[config.mk]
export PLATFORM = sky130hd
export DESIGN_NAME = light_sensor_lux_with_autorange_top
export DESIGN_NICKNAME = d
export VERILOG_FILES = /design/src/design/lsl_pkg.sv /design/src/design/lsl_front.sv /design/src/design/lsl_queue.sv /design/src/design/lsl_back.sv /design/src/design/light_sensor_lux_with_autorange_top.sv
export SDC_FILE = /design/constraint.sdc
export NUM_CORES = 1
export LEC_CHECK = 0
export BUFFER_PORTS_ARGS = -buffer_cell sky130_fd_sc_hd__buf_2
export CORE_AREA = 2 2 210 212
export CTS_CLUSTER_SIZE = 12
export DETAILED_ROUTE_END_ITERATION = 10
export DIE_AREA = 0 0 212 214
export PLACE_DENSITY = 0.83
export SLEW_MARGIN = 40
export SYNTH_ARGS = -nofsm -noshare
export SYNTH_HDL_FRONTEND = slang
export SYNTH_HIERARCHICAL = 1
export SYNTH_SLANG_ARGS = --single-unit
[constraint.sdc]
create_clock -name clock -period 17.7 [get_ports clock]
set_clock_uncertainty 0.05 [all_clocks]
set_input_delay 2.655 -clock clock [delete_from_list [all_inputs] [get_ports clock]]
set_output_delay 2.655 -clock clock [all_outputs]
set_load 0.01 [all_outputs]
[src/design/lsl_pkg.sv]
`timescale 1ns / 1ps
`default_nettype none

package lsl_pkg;

   localparam int RAW_W       = 16;
   localparam int LUX_W       = 16;
   localparam int STATUS_W    = 2;
   localparam int MODE_W      = 2;
   localparam int CSR_ADDR_W  = 3;
   localparam int CSR_DATA_W  = 32;
   localparam int QUEUE_DEPTH = 2;

   // dividend is infrared << 10, one quotient bit per step
   localparam int RATIO_SHIFT = 10;
   localparam int DIV_STEPS   = RAW_W + RATIO_SHIFT;
   localparam int CH_W        = RAW_W + 4;
   localparam int COEF_W      = 10;
   localparam int PROD_W      = CH_W + COEF_W;
   localparam int LUX_SHIFT   = 14;

   localparam logic [RAW_W-1:0] CLIP_LIMIT  = 16'd65000;
   localparam logic [RAW_W-1:0] WINDOW_HIGH = 16'd63000;
   localparam logic [RAW_W-1:0] WINDOW_LOW  = 16'd500;
   localparam logic [PROD_W:0]  ROUND_HALF  = (PROD_W+1)'(1 << 13);

   localparam logic [MODE_W-1:0] MODE_AUTO       = 2'd0;
   localparam logic [MODE_W-1:0] MODE_FIXED_LOW  = 2'd1;
   localparam logic [MODE_W-1:0] MODE_FIXED_HIGH = 2'd2;

   localparam logic [STATUS_W-1:0] STATUS_VALID   = 2'd0;
   localparam logic [STATUS_W-1:0] STATUS_ZERO    = 2'd1;
   localparam logic [STATUS_W-1:0] STATUS_DISCARD = 2'd2;

   localparam logic CSR_IDX_GAIN_MODE = 1'b0;

   typedef enum logic [1:0] {
      KIND_CALC,
      KIND_ZERO,
      KIND_DISCARD
   } item_kind_type;

   typedef struct packed {
      logic [RAW_W-1:0] broadband;
      logic [RAW_W-1:0] infrared;
      logic             gain_high;
      item_kind_type    kind;
   } qentry_type;

   typedef struct packed {
      logic [COEF_W-1:0] b;
      logic [COEF_W-1:0] m;
   } coef_type;

   typedef enum logic [2:0] {
      BK_IDLE,
      BK_DIV,
      BK_COEF,
      BK_MULP,
      BK_MULN,
      BK_FIN,
      BK_DONE
   } back_state_type;

   function automatic coef_type lsl_coef(input logic [DIV_STEPS-1:0] ratio);
      coef_type c;
      priority if (ratio <= DIV_STEPS'(12'h040)) begin
         c.b = 10'h1F2; c.m = 10'h1BE;
      end else if (ratio <= DIV_STEPS'(12'h080)) begin
         c.b = 10'h214; c.m = 10'h2D1;
      end else if (ratio <= DIV_STEPS'(12'h0C0)) begin
         c.b = 10'h23F; c.m = 10'h37B;
      end else if (ratio <= DIV_STEPS'(12'h100)) begin
         c.b = 10'h270; c.m = 10'h3FE;
      end else if (ratio <= DIV_STEPS'(12'h138)) begin
         c.b = 10'h16F; c.m = 10'h1FC;
      end else if (ratio <= DIV_STEPS'(12'h19A)) begin
         c.b = 10'h0D2; c.m = 10'h0FB;
      end else if (ratio <= DIV_STEPS'(12'h29A)) begin
         c.b = 10'h018; c.m = 10'h012;
      end else begin
         c.b = '0; c.m = '0;
      end
      return c;
   endfunction

endpackage

`default_nettype wire

[src/design/lsl_front.sv]
`timescale 1ns / 1ps
`default_nettype none

module lsl_front
   import lsl_pkg::*;
(
   input  wire logic                  clock,
   input  wire logic                  reset,
   input  wire logic                  req_valid,
   output logic                       req_stall,
   input  wire logic [RAW_W-1:0]      req_raw_broadband,
   input  wire logic [RAW_W-1:0]      req_raw_infrared,
   input  wire logic                  psel,
   input  wire logic                  penable,
   input  wire logic                  pwrite,
   input  wire logic [CSR_ADDR_W-1:0] paddr,
   input  wire logic [CSR_DATA_W-1:0] pwdata,
   output logic [CSR_DATA_W-1:0]      prdata,
   output logic                       pready,
   input  wire logic                  q_full,
   output logic                       q_push,
   output qentry_type                 q_entry
);

   logic [MODE_W-1:0] gain_mode_ff, gain_mode_in;
   logic              auto_gain_high_ff, auto_gain_high_in;
   logic              skip_ff, skip_in;

   logic csr_hit;
   logic accept;
   logic fixed_mode;
   logic cur_hi;
   logic switch_gain;
   logic out_of_range;

   assign pready  = 1'b1;
   assign csr_hit = psel && penable && pwrite && (paddr[2] == CSR_IDX_GAIN_MODE);
   assign prdata  = (paddr[2] == CSR_IDX_GAIN_MODE) ?
                    CSR_DATA_W'(gain_mode_ff) : '0;

   assign req_stall = q_full;
   assign accept    = req_valid && !q_full;

   assign fixed_mode = (gain_mode_ff == MODE_FIXED_LOW) ||
                       (gain_mode_ff == MODE_FIXED_HIGH);
   assign cur_hi     = fixed_mode ? (gain_mode_ff == MODE_FIXED_HIGH) : auto_gain_high_ff;

   // gain flips only in the direction it can correct
   assign switch_gain = !fixed_mode && !skip_ff &&
                        (((req_raw_broadband < WINDOW_LOW) && !auto_gain_high_ff) ||
                         ((req_raw_broadband > WINDOW_HIGH) && auto_gain_high_ff));

   assign out_of_range = (req_raw_broadband > CLIP_LIMIT) ||
                         (req_raw_infrared > CLIP_LIMIT) ||
                         (req_raw_broadband == '0);

   always_comb begin
      gain_mode_in      = gain_mode_ff;
      auto_gain_high_in = auto_gain_high_ff;
      skip_in           = skip_ff;
      if (csr_hit) begin
         gain_mode_in      = pwdata[MODE_W-1:0];
         auto_gain_high_in = (pwdata[MODE_W-1:0] == MODE_FIXED_HIGH);
         skip_in           = 1'b0;
      end else if (accept) begin
         if (switch_gain) begin
            auto_gain_high_in = !auto_gain_high_ff;
            skip_in           = 1'b1;
         end else begin
            skip_in = 1'b0;
         end
      end
   end

   always_comb begin
      q_push            = accept;
      q_entry.broadband = req_raw_broadband;
      q_entry.infrared  = req_raw_infrared;
      if (switch_gain) begin
         q_entry.gain_high = !auto_gain_high_ff;
         q_entry.kind      = KIND_DISCARD;
      end else begin
         q_entry.gain_high = cur_hi;
         q_entry.kind      = out_of_range ? KIND_ZERO : KIND_CALC;
      end
   end

   always_ff @(posedge clock) begin
      if (reset) begin
         gain_mode_ff      <= MODE_AUTO;
         auto_gain_high_ff <= 1'b0;
         skip_ff           <= 1'b0;
      end else begin
         gain_mode_ff      <= gain_mode_in;
         auto_gain_high_ff <= auto_gain_high_in;
         skip_ff           <= skip_in;
      end
   end

endmodule

`default_nettype wire

[src/design/lsl_queue.sv]
`timescale 1ns / 1ps
`default_nettype none

module lsl_queue
   import lsl_pkg::*;
#(
   parameter int DEPTH = QUEUE_DEPTH
) (
   input  wire logic        clock,
   input  wire logic        reset,
   input  wire logic        push,
   input  wire qentry_type  push_entry,
   output logic             full,
   input  wire logic        pop,
   output logic             not_empty,
   output qentry_type       head
);

   localparam int PTR_W = (DEPTH > 1) ? $clog2(DEPTH) : 1;
   localparam int CNT_W = $clog2(DEPTH + 1);

   qentry_type slot_ff [DEPTH];
   logic [PTR_W-1:0] wr_ptr_ff, wr_ptr_in;
   logic [PTR_W-1:0] rd_ptr_ff, rd_ptr_in;
   logic [CNT_W-1:0] count_ff, count_in;

   assign full      = (count_ff == CNT_W'(DEPTH));
   assign not_empty = (count_ff != '0);
   assign head      = slot_ff[rd_ptr_ff];

   always_comb begin
      wr_ptr_in = wr_ptr_ff;
      rd_ptr_in = rd_ptr_ff;
      count_in  = count_ff;
      if (push) begin
         wr_ptr_in = (wr_ptr_ff == PTR_W'(DEPTH - 1)) ? '0 : wr_ptr_ff + 1'b1;
      end
      if (pop) begin
         rd_ptr_in = (rd_ptr_ff == PTR_W'(DEPTH - 1)) ? '0 : rd_ptr_ff + 1'b1;
      end
      if (push && !pop) begin
         count_in = count_ff + 1'b1;
      end else if (pop && !push) begin
         count_in = count_ff - 1'b1;
      end
   end

   always_ff @(posedge clock) begin
      if (push) begin
         slot_ff[wr_ptr_ff] <= push_entry;
      end
   end

   always_ff @(posedge clock) begin
      if (reset) begin
         wr_ptr_ff <= '0;
         rd_ptr_ff <= '0;
         count_ff  <= '0;
      end else begin
         wr_ptr_ff <= wr_ptr_in;
         rd_ptr_ff <= rd_ptr_in;
         count_ff  <= count_in;
      end
   end

endmodule

`default_nettype wire

[src/design/lsl_back.sv]
`timescale 1ns / 1ps
`default_nettype none

module lsl_back
   import lsl_pkg::*;
(
   input  wire logic             clock,
   input  wire logic             reset,
   input  wire logic             q_not_empty,
   input  wire qentry_type       q_head,
   output logic                  q_pop,
   output logic                  rsp_valid,
   input  wire logic             rsp_stall,
   output logic [LUX_W-1:0]      rsp_lux,
   output logic [STATUS_W-1:0]   rsp_status,
   output logic                  rsp_gain_high
);

   localparam int CNT_W = $clog2(DIV_STEPS);

   back_state_type state_ff, state_in;

   // working item
   logic [RAW_W-1:0]     b0_ff, b1_ff;
   logic                 hi_ff;
   item_kind_type        kind_ff;

   // divider
   logic [DIV_STEPS-1:0] dvd_ff;
   logic [RAW_W-1:0]     rem_ff;
   logic [CNT_W-1:0]     cnt_ff;
   logic [RAW_W:0]       trial;
   logic                 qbit;

   coef_type             coef_ff;
   logic [PROD_W-1:0]    pos_ff, neg_ff;
   logic [LUX_W-1:0]     lux_ff;

   logic                 rsp_valid_ff, rsp_valid_in;
   logic [LUX_W-1:0]     rsp_lux_ff;
   logic [STATUS_W-1:0]  rsp_status_ff;
   logic                 rsp_gain_ff;

   logic [CH_W-1:0]      ch0, ch1;
   logic [DIV_STEPS:0]   ratio_sum;
   logic [PROD_W-1:0]    diff;
   logic [PROD_W:0]      rounded;
   logic                 out_free;
   logic                 load_out;
   logic                 div_last;

   assign trial     = {rem_ff, dvd_ff[DIV_STEPS-1]};
   assign qbit      = (trial >= {1'b0, b0_ff});
   assign div_last  = (cnt_ff == CNT_W'(DIV_STEPS - 1));
   assign ch0       = hi_ff ? {4'b0, b0_ff} : {b0_ff, 4'b0};
   assign ch1       = hi_ff ? {4'b0, b1_ff} : {b1_ff, 4'b0};
   assign ratio_sum = {1'b0, dvd_ff} + (DIV_STEPS+1)'(1);
   assign diff      = (pos_ff > neg_ff) ? (pos_ff - neg_ff) : '0;
   assign rounded   = {1'b0, diff} + ROUND_HALF;
   assign out_free  = !rsp_valid_ff || !rsp_stall;

   always_comb begin
      state_in = state_ff;
      unique case (state_ff)
         BK_IDLE: begin
            if (q_not_empty) begin
               state_in = (q_head.kind == KIND_CALC) ? BK_DIV : BK_DONE;
            end
         end
         BK_DIV:  if (div_last) state_in = BK_COEF;
         BK_COEF: state_in = BK_MULP;
         BK_MULP: state_in = BK_MULN;
         BK_MULN: state_in = BK_FIN;
         BK_FIN:  state_in = BK_DONE;
         BK_DONE: if (out_free) state_in = BK_IDLE;
         default: state_in = BK_IDLE;
      endcase
   end

   always_comb begin
      q_pop    = 1'b0;
      load_out = 1'b0;
      unique case (state_ff)
         BK_IDLE: q_pop    = q_not_empty;
         BK_DONE: load_out = out_free;
         default: begin
            q_pop    = 1'b0;
            load_out = 1'b0;
         end
      endcase
   end

   always_comb begin
      rsp_valid_in = rsp_valid_ff;
      if (load_out) begin
         rsp_valid_in = 1'b1;
      end else if (rsp_valid_ff && !rsp_stall) begin
         rsp_valid_in = 1'b0;
      end
   end

   always_ff @(posedge clock) begin
      if (q_pop) begin
         b0_ff   <= q_head.broadband;
         b1_ff   <= q_head.infrared;
         hi_ff   <= q_head.gain_high;
         kind_ff <= q_head.kind;
         dvd_ff  <= {q_head.infrared, RATIO_SHIFT'(0)};
         rem_ff  <= '0;
         cnt_ff  <= '0;
         lux_ff  <= '0;
      end
      if (state_ff == BK_DIV) begin
         rem_ff <= qbit ? RAW_W'(trial - {1'b0, b0_ff}) : trial[RAW_W-1:0];
         dvd_ff <= {dvd_ff[DIV_STEPS-2:0], qbit};
         cnt_ff <= cnt_ff + 1'b1;
      end
      if (state_ff == BK_COEF) begin
         coef_ff <= lsl_coef(ratio_sum[DIV_STEPS:1]);
      end
      if (state_ff == BK_MULP) begin
         pos_ff <= ch0 * coef_ff.b;
      end
      if (state_ff == BK_MULN) begin
         neg_ff <= ch1 * coef_ff.m;
      end
      if (state_ff == BK_FIN) begin
         lux_ff <= rounded[LUX_SHIFT+LUX_W-1:LUX_SHIFT];
      end
      if (load_out) begin
         rsp_lux_ff  <= lux_ff;
         rsp_gain_ff <= hi_ff;
         if (kind_ff == KIND_DISCARD) begin
            rsp_status_ff <= STATUS_DISCARD;
         end else begin
            rsp_status_ff <= (lux_ff != '0) ? STATUS_VALID : STATUS_ZERO;
         end
      end
   end

   always_ff @(posedge clock) begin
      if (reset) begin
         state_ff     <= BK_IDLE;
         rsp_valid_ff <= 1'b0;
      end else begin
         state_ff     <= state_in;
         rsp_valid_ff <= rsp_valid_in;
      end
   end

   assign rsp_valid     = rsp_valid_ff;
   assign rsp_lux       = rsp_lux_ff;
   assign rsp_status    = rsp_status_ff;
   assign rsp_gain_high = rsp_gain_ff;

endmodule

`default_nettype wire

[src/design/light_sensor_lux_with_autorange_top.sv]
// channel  | direction | handshake          | payload
// req      | in        | req_valid/req_stall | req_raw_broadband, req_raw_infrared
// rsp      | out       | rsp_valid/rsp_stall | rsp_lux, rsp_status, rsp_gain_high
// csr      | in/out    | psel/penable/pready | paddr, pwrite, pwdata, prdata
//
// an item that needs the lux formula passes through the back end in order: queue pop,
// 26 steps of the bit-serial ratio divider, coefficient pick, two multiplies,
// rounding and the output load; clipped, dark and discarded items go from pop to load.
// gain ranging is decided in the front end when the item is accepted.
// reset is synchronous and clears gain mode to automatic at 1x.
// a stalled result holds in the output register while the next item computes.
`timescale 1ns / 1ps
`default_nettype none

module light_sensor_lux_with_autorange_top
   import lsl_pkg::*;
#(
   parameter int QUEUE_DEPTH_P = QUEUE_DEPTH
) (
   input  wire logic                  clock,
   input  wire logic                  reset,
   input  wire logic                  req_valid,
   output logic                       req_stall,
   input  wire logic [RAW_W-1:0]      req_raw_broadband,
   input  wire logic [RAW_W-1:0]      req_raw_infrared,
   output logic                       rsp_valid,
   input  wire logic                  rsp_stall,
   output logic [LUX_W-1:0]           rsp_lux,
   output logic [STATUS_W-1:0]        rsp_status,
   output logic                       rsp_gain_high,
   input  wire logic                  psel,
   input  wire logic                  penable,
   input  wire logic                  pwrite,
   input  wire logic [CSR_ADDR_W-1:0] paddr,
   input  wire logic [CSR_DATA_W-1:0] pwdata,
   output logic [CSR_DATA_W-1:0]      prdata,
   output logic                       pready
);

   logic       q_full;
   logic       q_push;
   logic       q_pop;
   logic       q_not_empty;
   qentry_type q_in;
   qentry_type q_head;

   lsl_front u_front (
      .clock             (clock),
      .reset             (reset),
      .req_valid         (req_valid),
      .req_stall         (req_stall),
      .req_raw_broadband (req_raw_broadband),
      .req_raw_infrared  (req_raw_infrared),
      .psel              (psel),
      .penable           (penable),
      .pwrite            (pwrite),
      .paddr             (paddr),
      .pwdata            (pwdata),
      .prdata            (prdata),
      .pready            (pready),
      .q_full            (q_full),
      .q_push            (q_push),
      .q_entry           (q_in)
   );

   lsl_queue #(
      .DEPTH (QUEUE_DEPTH_P)
   ) u_queue (
      .clock      (clock),
      .reset      (reset),
      .push       (q_push),
      .push_entry (q_in),
      .full       (q_full),
      .pop        (q_pop),
      .not_empty  (q_not_empty),
      .head       (q_head)
   );

   lsl_back u_back (
      .clock         (clock),
      .reset         (reset),
      .q_not_empty   (q_not_empty),
      .q_head        (q_head),
      .q_pop         (q_pop),
      .rsp_valid     (rsp_valid),
      .rsp_stall     (rsp_stall),
      .rsp_lux       (rsp_lux),
      .rsp_status    (rsp_status),
      .rsp_gain_high (rsp_gain_high)
   );

endmodule

`default_nettype wire

==> summary.txt <==
Floorplan
  – Initial Util: 61.9%
  – Horiz. Die Dim: 212 um
  – Die Footprint: 45400 sq um
  – # rows: 76
  – Io pins: 128
  – Floorplan die height: 214 um
  – Area inside the core boundary: 42900 sq um

STA
  – Least-Margin Pin Slew: 896 ps
  – Setup repair after global routing missed its margin: no
  – Timing-limited maximum frequency: 0.133 GHz
  – Final hold viol count: 0
  – Period minus WS final: 7510 ps
  – Total of endpoints with negative setup slack in the final report: 0
  – Slew margin rel.: 39.8%
  – Post-Route Setup TNS: 0 ps
  – Max-slew violation total from the final report: 0
  – Part of the cycle the worst path needs: 42.4%

Detailed routing
  – Post-DRT Antenna Nets: 0
  – Via count: 18700
  – First DRT Iteration DRCs: 1606
  – Detailed-route vias per instance: 5.88
  – DRC violation count after routing: 0
  – Length of the first detailed-routing pass in iterations: 7
  – Routed Wire Length: 56.6 mm
  – Drt wl/cell: 17.8 um

Place
  – Final weighted congestion in routability-driven placement: 0.936
  – Count of buffers inserted at the top-level ports: 64
  – Detailed-placement wirelength estimate: 43.6 mm

Worst setup path
  – Library cell contributing the largest single delay on the critical path: mux2i_2
  – Worst path top cell family by delay: adder cells
  – Series of cell instances along the critical path: buf_6 > mux2i_2 > nor2b_1 > fa_1 > fa_1 > fa_1 > fa_1 > inv_1 > fa_1 > inv_1 > ha_1 > a2111oi_0 > o21ai_0 > a31o_2 > a21oi_1 > a21oi_1 > a2111oi_0 > nor3_1 > a21oi_1 > o21ai_0 > xnor2_1
  – Crit path largest cell delay: 700 ps
  – Largest driver fanout on the critical path: 85
  – Critical Path AT: 7740 ps
  – Kind of end point of the critical path: flip-flop
  – Most prevalent standard cell on the critical path: fa_1
  – Start-to-end type of the worst setup path: flip-flop to flip-flop
  – CP required: 17930 ps
  – Kind of launch point of the worst setup path: flip-flop
  – Buf/Inv on CP: 3

Synth
  – Seq cells post-synth: 277
  – Top flip-flop cell by instance count after synthesis: edfxtp_1
  – Number of synthesis warnings: 6
  – Number of flops mapped to enable cells by yosys: 264
  – FFs w/ async S/R, synth: 0%
  – Average cell area after synthesis: 10.3 sq um
  – Post-synthesis cell area: 26600 sq um
  – Synth Instances: 2590
  – Number of distinct standard cells referenced by the synthesized netlist: 92
  – Register area share after synthesis: 30.8%

Global routing
  – Remaining Overflow, GRT: 0
  – Overall routing resource usage: 25.4%
  – First-pass GRT wire length: 93.8 mm
  – Vias in the first global route: 19400
  – Initial antenna violation count: 1
  – Maximum number of pins on one net before global-route repair: 86

Clock tree
  – Count of H-tree levels built during CTS: 1
  – # resized after CTS: 0
  – Root buffer cell: clkbuf_16
  – CTS tree: done
  – CTS sink cnt: 277
  – Clock transition time at the flip-flop clock pins of the worst setup and hold paths: 60 ps
  – Number of buffers created by CTS: 30
  – Number of buffers on the longest clock path: 3
  – Number of setup buffers added after CTS: 0
  – Number of buffers inserted by hold repair at cts: 0
  – Clock latency of the later-clocked register in the worst-skew pair: 600 ps

Outcome
  – Run status: complete, no violations

Finish
  – Share of cells above drive strength 1: 8.44%
  – Most common library cell in the layout ignoring fill and taps: inv_1
  – Area growth from synthesis to final layout: 5.48%
  – Most frequent cells in the layout: inv_1 (336), fa_1 (285), edfxtp_1 (264), nand2_1 (253), ha_1 (182)
  – Post-layout nets: 3116
  – Diode insertion count for antenna repair: 0

Min path
  – HP Class: flip-flop to flip-flop

Job
  – Number of maximum-capacitance constraint violations: 0
==> final timing paths <==
kind / start / to / slack [ps] / depth (start not counted)
hold / removal: u_back/lux_ff[0]$_SDFFCE_PN0P_ / u_back/rsp_lux[0]$_DFFE_PP_ / 390 / 0
setup reg to reg: u_back/hi_ff$_DFFE_PP_ / u_back/neg_ff[29]$_DFFE_PP_ / 10190 / 21
setup / recovery: u_back/hi_ff$_DFFE_PP_ / u_back/neg_ff[29]$_DFFE_PP_ / 10190 / 21
hold reg to reg: u_back/lux_ff[0]$_SDFFCE_PN0P_ / u_back/rsp_lux[0]$_DFFE_PP_ / 390 / 0
==> registers in the layout, summed over array words and instances (netlist names), 2 cells and up, named ones only <==
| name | flops |
|---|---|
| u_back/pos_ff | 30 |
| u_back/rsp_lux | 16 |
| u_back/b1_ff | 16 |
| u_back/state_ff | 3 |
| u_back/neg_ff | 30 |
| u_back/b0_ff | 16 |
| u_back/rem_ff | 16 |
| u_back/coef_ff | 17 |
| u_back/rsp_status | 2 |
| u_back/kind_ff | 2 |
| u_queue/count_ff | 2 |
| u_back/lux_ff | 16 |
| u_queue/slot_ff | 70 |
| u_back/dvd_ff | 26 |
| u_front/gain_mode_ff | 2 |
| u_back/cnt_ff | 5 |
==> area by class of cell <==
type,count,area [sq um]
multi-input combinational,1852,16500
fill,3212,14900
sequential,277,8190
inverter,336,1260
clock buffer,47,865
tap,585,732
timing repair buffer,78,429
clock inverter,6,68.8
==> metrics by stage <==
step / area, sq um / hold WS (ps) / cells / util [%] / worst slack (ps)
floorplan: 26700 / 367 / 2619 / - / 10670
global placement: 27000 / 382 / 3128 / 62.9 / 10040
detailed placement: 27000 / 382 / 3128 / 63.1 / 9940
CTS: 28000 / 395 / 3181 / 65.2 / 9830
global route: 28000 / 414 / 3181 / 65.3 / 9700
finish: 28000 / 394 / 3181 / 65.3 / 10190
==> logic make-up (layout without fill, tap and decap cells) <==
logic type / count (synthesis) / count (layout) / synth area share, %
simple gates: 855 / 855 / 16.8
buf+inv: 490 / 467 / 7.96
fa+ha+maj: 468 / 468 / 30.1
compound gates: 328 / 328 / 8.13
flops: 277 / 277 / 30.8
xor+xnor: 102 / 102 / 3.39
mux: 68 / 68 / 2.78
other cells: 2 / 31 / 0.0283
==> per-layer routing <==
| layer | track usage (%) | wire (um) | vias to the layer above |
|---|---|---|---|
| li1 | - | - | 8587 |
| met1 | 32.6 | 22600 | 9248 |
| met2 | 44.0 | 28400 | 752 |
| met3 | 4.54 | 4090 | 133 |
| met4 | 7.49 | 1490 | 0 |
| met5 | 0 | 0 | - |
==> synthesized netlist by cell type, types with 8 or more instances <==
| master | instances | area [sq um] |
|---|---|---|
| o21ai_0 | 61 | 305 |
| xor2_1 | 32 | 280 |
| o21a_1 | 8 | 60.1 |
| a211o_1 | 8 | 70.1 |
| nand3b_1 | 9 | 67.6 |
| clkbuf_1 | 78 | 293 |
| a31oi_1 | 11 | 68.8 |
| nand2b_1 | 22 | 138 |
| and3_1 | 79 | 494 |
| buf_4 | 65 | 488 |
| o21bai_1 | 11 | 82.6 |
| dfxtp_1 | 13 | 260 |
| nor2b_1 | 81 | 507 |
| and4_1 | 9 | 78.8 |
| nand4_1 | 24 | 150 |
| nor3_1 | 31 | 155 |
| mux2_2 | 42 | 473 |
| or3_1 | 16 | 100 |
| nand2_1 | 254 | 953 |
| and2_1 | 121 | 757 |
| edfxtp_1 | 264 | 7930 |
| mux2i_1 | 25 | 250 |
| inv_1 | 336 | 1260 |
| nand3_1 | 50 | 250 |
| o21ai_1 | 13 | 65.1 |
| ha_1 | 182 | 2280 |
| xnor2_1 | 69 | 604 |
| nor2_1 | 118 | 443 |
| a21oi_1 | 96 | 480 |
| fa_1 | 285 | 5710 |
| a21o_1 | 34 | 255 |
Power is left out: the tool's default activity adds up to more than one toggle a clock period on the data nets, which glitch-free logic cannot reach.
